### config.mk
export PLATFORM = sky130hd
export DESIGN_NAME = spht_prep
export DESIGN_NICKNAME = d
export VERILOG_FILES = /design/src/rtl/spht_pkg.sv /design/src/rtl/spht_prep.sv
export SDC_FILE = /design/constraint.sdc
export NUM_CORES = 2
export LEC_CHECK = 0
export BUFFER_PORTS_ARGS = -buffer_cell sky130_fd_sc_hd__buf_2
export CAP_MARGIN = 20
export CELL_PAD_IN_SITES_DETAIL_PLACEMENT = 1
export CELL_PAD_IN_SITES_GLOBAL_PLACEMENT = 2
export CORE_UTILIZATION = 40
export CTS_CLUSTER_SIZE = 14
export DETAILED_ROUTE_END_ITERATION = 6
export PLACE_DENSITY_LB_ADDON = 0.15
export SETUP_SLACK_MARGIN = 0.4
export SLEW_MARGIN = 0
export SYNTH_ARGS = -nofsm -noshare
export SYNTH_HDL_FRONTEND = slang
export SYNTH_SLANG_ARGS = --single-unit
### constraint.sdc
create_clock -name clk -period 8 [get_ports clk]
set_input_delay 0.8 -clock clk [delete_from_list [all_inputs] [get_ports clk]]
set_output_delay 0.8 -clock clk [all_outputs]
set_load 0.01 [all_outputs]
### src/rtl/spht_pkg.sv
// Shared types, widths and constants of the shape pair hit test pipeline.
package spht_pkg;

    localparam int COORD_BITS_DEF    = 16;
    localparam int CORDIC_STAGES_DEF = 16;
    localparam int FIELD_BITS        = 16;
    localparam int ATAN_COUNT        = 24;

    // CORDIC datapath widths: x and y in Q2.30 with headroom, angle as a turn fraction.
    localparam int XW = 34;
    localparam int ZW = 33;
    localparam int FRAC = 30;
    // Width of the exact rotated-center compares.
    localparam int WW = 56;

    localparam logic signed [XW-1:0] CORDIC_GAIN = 34'sd652032874;

    localparam logic [2:0] KIND_RECT = 3'd0;
    localparam logic [2:0] KIND_CIRC = 3'd1;
    localparam logic [2:0] KIND_RA   = 3'd2;
    localparam logic [2:0] KIND_AR   = 3'd3;

    localparam logic [31:0] ATAN_TURN [ATAN_COUNT] = '{
        32'h20000000, 32'h12E4051E, 32'h09FB385B, 32'h051111D4,
        32'h028B0D43, 32'h0145D7E1, 32'h00A2F61E, 32'h00517C55,
        32'h0028BE53, 32'h00145F2F, 32'h000A2F98, 32'h000517CC,
        32'h00028BE6, 32'h000145F3, 32'h0000A2FA, 32'h0000517D,
        32'h000028BE, 32'h0000145F, 32'h00000A30, 32'h00000518,
        32'h0000028C, 32'h00000146, 32'h000000A3, 32'h00000051
    };

    typedef struct packed {
        logic signed [XW-1:0] x;
        logic signed [XW-1:0] y;
        logic signed [ZW-1:0] z;
        logic                 flip;
    } spht_cordic_t;

    // Operands of the rotated test plus the already resolved simple result.
    typedef struct packed {
        logic               simple_hit;
        logic               rot;
        logic signed [15:0] bx;
        logic signed [15:0] by;
        logic [14:0]        bw;
        logic [14:0]        bh;
        logic [14:0]        rw;
        logic [14:0]        rh;
        logic signed [16:0] dx;
        logic signed [16:0] dy;
    } spht_pld_t;

endpackage

### src/rtl/spht_prep.sv
// Input stages: field decoding, rectangle and circle tests, CORDIC angle setup.
module spht_prep #(
    parameter int COORD_BITS = spht_pkg::COORD_BITS_DEF
) (
    input  logic                      clk,
    input  logic                      rst_n,
    input  logic                      in_valid,
    input  logic [2:0]                kind,
    input  logic signed [15:0]        a_x,
    input  logic signed [15:0]        a_y,
    input  logic [14:0]               a_width,
    input  logic [14:0]               a_height,
    input  logic [14:0]               a_radius,
    input  logic signed [15:0]        b_x,
    input  logic signed [15:0]        b_y,
    input  logic [14:0]               b_width,
    input  logic [14:0]               b_height,
    input  logic [14:0]               b_radius,
    input  logic [15:0]               rot_angle,
    output logic                      out_valid,
    output spht_pkg::spht_cordic_t    out_cordic,
    output spht_pkg::spht_pld_t       out_pld
);

    localparam int CW  = (COORD_BITS < spht_pkg::FIELD_BITS) ? COORD_BITS
                                                             : spht_pkg::FIELD_BITS;
    localparam int SW  = CW - 1;
    localparam int CSH = spht_pkg::FIELD_BITS - CW;
    localparam logic [14:0] SMASK = 15'((32'd1 << SW) - 32'd1);
    localparam int ZW_L = spht_pkg::ZW;

    logic signed [15:0] ax_c, ay_c, bx_c, by_c;
    logic [14:0]        aw_c, ah_c, ar_c, bw_c, bh_c, br_c;
    logic signed [18:0] ax2, ay2, bx2, by2, aws, ahs, bws, bhs;
    logic               box_hit;
    logic               swap;
    logic [31:0]        z32;
    logic               flip;
    logic [31:0]        zf;

    // Stage 1 registers.
    logic               v1_reg;
    logic               is_rect_reg, is_circ_reg, box_reg;
    logic signed [16:0] cdx_reg, cdy_reg;
    logic [15:0]        rs_reg;
    logic signed [ZW_L-1:0] z1_reg;
    logic               flip1_reg;
    spht_pkg::spht_pld_t pld1_reg, pld1_next;

    // Stage 2 registers.
    logic               v2_reg;
    logic               is_rect2_reg, is_circ2_reg, box2_reg;
    logic [33:0]        sqx_reg, sqy_reg;
    logic [31:0]        sqr_reg;
    logic signed [ZW_L-1:0] z2_reg;
    logic               flip2_reg;
    spht_pkg::spht_pld_t pld2_reg;

    // Stage 3 registers.
    logic               v3_reg;
    spht_pkg::spht_pld_t pld3_reg, pld3_next;
    logic signed [ZW_L-1:0] z3_reg;
    logic               flip3_reg;

    logic [34:0]        sq_sum;
    logic               circ_hit;

    // Keep only the low coordinate bits, sign-extended.
    assign ax_c = (a_x <<< CSH) >>> CSH;
    assign ay_c = (a_y <<< CSH) >>> CSH;
    assign bx_c = (b_x <<< CSH) >>> CSH;
    assign by_c = (b_y <<< CSH) >>> CSH;
    assign aw_c = a_width & SMASK;
    assign ah_c = a_height & SMASK;
    assign ar_c = a_radius & SMASK;
    assign bw_c = b_width & SMASK;
    assign bh_c = b_height & SMASK;
    assign br_c = b_radius & SMASK;

    assign ax2 = 19'(ax_c) <<< 1;
    assign ay2 = 19'(ay_c) <<< 1;
    assign bx2 = 19'(bx_c) <<< 1;
    assign by2 = 19'(by_c) <<< 1;
    assign aws = $signed(19'(aw_c));
    assign ahs = $signed(19'(ah_c));
    assign bws = $signed(19'(bw_c));
    assign bhs = $signed(19'(bh_c));

    assign box_hit = (ax2 - aws <= bx2 + bws) && (bx2 - bws <= ax2 + aws)
                  && (ay2 - ahs <= by2 + bhs) && (by2 - bhs <= ay2 + ahs);

    // Angles in the second and third quarter turn are folded by half a turn.
    assign z32  = {rot_angle, 16'h0000};
    assign flip = (z32[31:30] == 2'd1) || (z32[31:30] == 2'd2);
    assign zf   = flip ? (z32 ^ 32'h8000_0000) : z32;

    assign swap = (kind == spht_pkg::KIND_AR);

    always_comb
    begin
        pld1_next            = '0;
        pld1_next.simple_hit = 1'b0;
        pld1_next.rot        = (kind == spht_pkg::KIND_RA) || (kind == spht_pkg::KIND_AR);
        pld1_next.bx         = swap ? ax_c : bx_c;
        pld1_next.by         = swap ? ay_c : by_c;
        pld1_next.bw         = swap ? aw_c : bw_c;
        pld1_next.bh         = swap ? ah_c : bh_c;
        pld1_next.rw         = swap ? bw_c : aw_c;
        pld1_next.rh         = swap ? bh_c : ah_c;
        pld1_next.dx         = swap ? (17'(bx_c) - 17'(ax_c)) : (17'(ax_c) - 17'(bx_c));
        pld1_next.dy         = swap ? (17'(by_c) - 17'(ay_c)) : (17'(ay_c) - 17'(by_c));
    end

    assign sq_sum   = 35'(sqx_reg) + 35'(sqy_reg);
    assign circ_hit = sq_sum <= 35'(sqr_reg);

    always_comb
    begin
        pld3_next            = pld2_reg;
        pld3_next.simple_hit = (is_rect2_reg && box2_reg) || (is_circ2_reg && circ_hit);
    end

    always_ff @(posedge clk or negedge rst_n)
    begin
        if (!rst_n)
        begin
            v1_reg <= 1'b0;
            v2_reg <= 1'b0;
            v3_reg <= 1'b0;
        end
        else
        begin
            v1_reg <= in_valid;
            v2_reg <= v1_reg;
            v3_reg <= v2_reg;
        end
    end

    always_ff @(posedge clk)
    begin
        is_rect_reg  <= (kind == spht_pkg::KIND_RECT);
        is_circ_reg  <= (kind == spht_pkg::KIND_CIRC);
        box_reg      <= box_hit;
        cdx_reg      <= 17'(ax_c) - 17'(bx_c);
        cdy_reg      <= 17'(ay_c) - 17'(by_c);
        rs_reg       <= 16'(ar_c) + 16'(br_c);
        z1_reg       <= ZW_L'($signed(zf));
        flip1_reg    <= flip;
        pld1_reg     <= pld1_next;

        is_rect2_reg <= is_rect_reg;
        is_circ2_reg <= is_circ_reg;
        box2_reg     <= box_reg;
        sqx_reg      <= 34'(cdx_reg) * 34'(cdx_reg);
        sqy_reg      <= 34'(cdy_reg) * 34'(cdy_reg);
        sqr_reg      <= 32'(rs_reg) * 32'(rs_reg);
        z2_reg       <= z1_reg;
        flip2_reg    <= flip1_reg;
        pld2_reg     <= pld1_reg;

        pld3_reg     <= pld3_next;
        z3_reg       <= z2_reg;
        flip3_reg    <= flip2_reg;
    end

    assign out_valid       = v3_reg;
    assign out_pld         = pld3_reg;
    assign out_cordic.x    = spht_pkg::CORDIC_GAIN;
    assign out_cordic.y    = '0;
    assign out_cordic.z    = z3_reg;
    assign out_cordic.flip = flip3_reg;

endmodule

==> impl_metrics.ini <==
[timing]
slew_viol_final = 0
hold-worst-slack_ps = 227
rsz0062_at_grt = false
relSlewSlack_pct = 36.7
finClkSkew_ps = 31.6
worst_slew_pin_slew_ps = 949
hold_viol = 0
clock.fmax_mhz = 141
fin_crit_sh_pct = 88.4
setup_violations = 0
fin_crit_ps = 7070
tns_ps = 0

[floorplanning]
die-height_um = 366
io-pin-count = 407
rows = 133
initial_utilization_pct = 40.3
die-area_um2 = 134000
core_area_um2 = 131000
die_w_um = 366

[logic_synthesis]
syn_inst = 5635
ys_types = 84
yosysTopAreaCellShare_pct = 26.8
synth_compound_area_share_pct = 10.4
synthSimpleGateAreaFrac_pct = 10.5
ys_warn_count = 0
ys_seq_elements = 585
async_reset_ff_share_pct = 0.513
yosys-mux-area-fraction_pct = 0.312
ys_top_cells_by_area = fa_1 (27%), dfxtp_1 (22%), ha_1 (14%)
synth_adder_area_share_pct = 41.2
synth-xor-area-share_pct = 5.18
yosysSeqAreaShare_pct = 22.1
synth_top_family_by_area = adder cells
avgSynthCellArea_um2 = 9.40
synth_most_common_cell = inv_1
synth_area_um2 = 53000
synth_edf_count = 0
synthTopCellsByCount = inv_1 (1121), fa_1 (708), ha_1 (611)
yosys_most_used_dff = dfxtp_1
synth.largest_area_cell = fa_1

[worst_setup_path]
rr_worst_depth = 20
critPathMaxStageDelay_ps = 820
crit_path_start_kind = register
r2r-end = sqx_reg[33]
cp_max_fo = 21
path_cells = buf_4 -> nand2_1 -> fa_1 -> inv_1 -> fa_1 -> fa_1 -> fa_1 -> fa_1 -> inv_1 -> fa_1 -> inv_1 -> ha_1 -> a21o_1 -> o21bai_1 -> a31oi_1 -> o21ai_1 -> a211oi_1 -> o21bai_1 -> a21oi_1 -> xnor2_1
r2r_start = cdx_reg[16]
cp.required_ps = 8600
critical_path_class = reg2reg
path_common_cell = fa_1
worst_setup_path_end_kind = register
r2r_slack_ps = 930
cp_slowest_cell = fa_1
cp.arrival_ps = 7670

[drt]
drt_iter0_drc = 1434
drc = 0
postRouteWirelength_mm = 136
vias = 37260
wl_per_cell_um = 17.6
viasPerCell = 4.83
firstDrtPassIters = 5
drt.antenna.violating_nets = 0

[placed_design]
io_buffers = 322
place_area_um2 = 56100
place.gp.congestion = 0.827
dp_hpwl_mm = 115

[clock_network]
h-tree-depth = 3
clk_pin_slew_ps = 60
clk_latency_ps = 670
root_buffer = clkbuf_16
cts_setup_buffers = 0
cts_tree = built
cts_sinks = 585
cts.path.max_buffers = 3
cts_buffers = 70

[cells_and_area]
fin_nets = 7394
area_growth_pct = 10.2
fill_cells = 15261
drive_gt1_share_pct = 8.76
largest_reg_flops = 128
finish.instance_area_um2 = 58400
fin_util_pct = 44.4

[hold_path]
min_to = z1_reg[26]
hp-start = rot_angle[10]
hold_depth = 1
hp-class = in2reg

[flow_run]
maxCapViolCount = 0

[grt]
gr-total-overflow = 0
grtUsageTotal_pct = 20.9
grt_pass1_wl_mm = 221
antenna_found_initial = 3
grt_pass1_vias = 41321
grt_max_degree = 77

[outcome]
status = completed
[layout make-up]
class | instances | area, um^2 | area share (%)
antenna | 2 | 5.00 | 0.00857
multi-input combinational | 3770 | 36100 | 61.8
tap | 1755 | 2200 | 3.76
clock inverter | 41 | 430 | 0.737
timing repair buffer | 350 | 1820 | 3.12
sequential | 585 | 11700 | 20.1
inverter | 1122 | 4220 | 7.22
clock buffer | 82 | 1880 | 3.22
[cell usage in the layout, fill, tap and decap left out, types with 35 or more instances in the layout]
cell type,count
nor3_1,54
and2_1,161
o21ai_0,218
nand3_1,48
nand2b_1,39
fa_1,708
o21a_1,35
ha_1,611
xnor2_1,248
nor2b_1,75
a21o_1,119
a21oi_1,236
inv_1,1121
xor2_1,65
clkbuf_16,71
nand2_1,420
dfxtp_1,581
conb_1,84
buf_2,322
o21bai_1,43
nor2_1,265
[metrics by stage]
stage	worst slack, ps	cells
floorplan	1790	5717
global placement	875	7581
detailed placement	736	7581
CTS	684	7705
global route	450	7705
finish	931	7707
[logic make-up (layout without fill, tap and decap cells)]
family | count (synthesis) | count (layout)
AND/OR/NAND/NOR | 1173 | 1173
AO/OA/AOI/OAI | 865 | 865
buffers and inverters | 1362 | 1595
multiplexers | 16 | 16
other | 2 | 86
adder cells (fa/ha/maj) | 1319 | 1319
XOR/XNOR | 313 | 313
flip-flops | 585 | 585
[worst max-delay path, delay by kind of cell (launching register included)]
family	cells	cell delay, ps
adders and majority gates	7	3760
AOI/OAI and AO/OA	7	1630
DFF	1	750
and+or+nand+nor	1	180
buffers and inverters	4	550
xor gates and xnor gates	1	130
[how the worst max path moves through the flow]
| stage | cells after the start | slack (ps) | to | start |
|---|---|---|---|---|
| after floorplan | 23 | 1790 | sqx_reg[33] | cdx_reg[16] |
| after global placement | 25 | 880 | sqx_reg[33] | cdx_reg[1] |
| after detailed placement | 25 | 740 | sqx_reg[33] | cdx_reg[1] |
| after CTS | 25 | 680 | sqx_reg[33] | cdx_reg[1] |
| after global routing | 21 | 450 | sqx_reg[33] | cdx_reg[2] |
| final | 20 | 930 | sqx_reg[33] | cdx_reg[16] |
[metal layers]
layer  global-route usage (%)  vias to the layer above  part of all wire (%)
met1                     27.4                    18651                    46
met3                     2.95                      130                   2.9
met4                     4.59                        4                   2.0
met5                        0                        -                 0.019
met2                     36.2                      447                    49
li1                         -                    18028                     -
[timing repair]
| item | in CTS | in global routing |
|---|---|---|
| endpoints found under the hold margin | 3 | 0 |
| setup endpoints to repair | 0 | 2 |
| hold buffers | 1 | 0 |
| gates resized for setup | 0 | 2 |
Power is left out: the tool's default activity adds up to more than one toggle a clock period on the data nets, which glitch-free logic cannot reach.
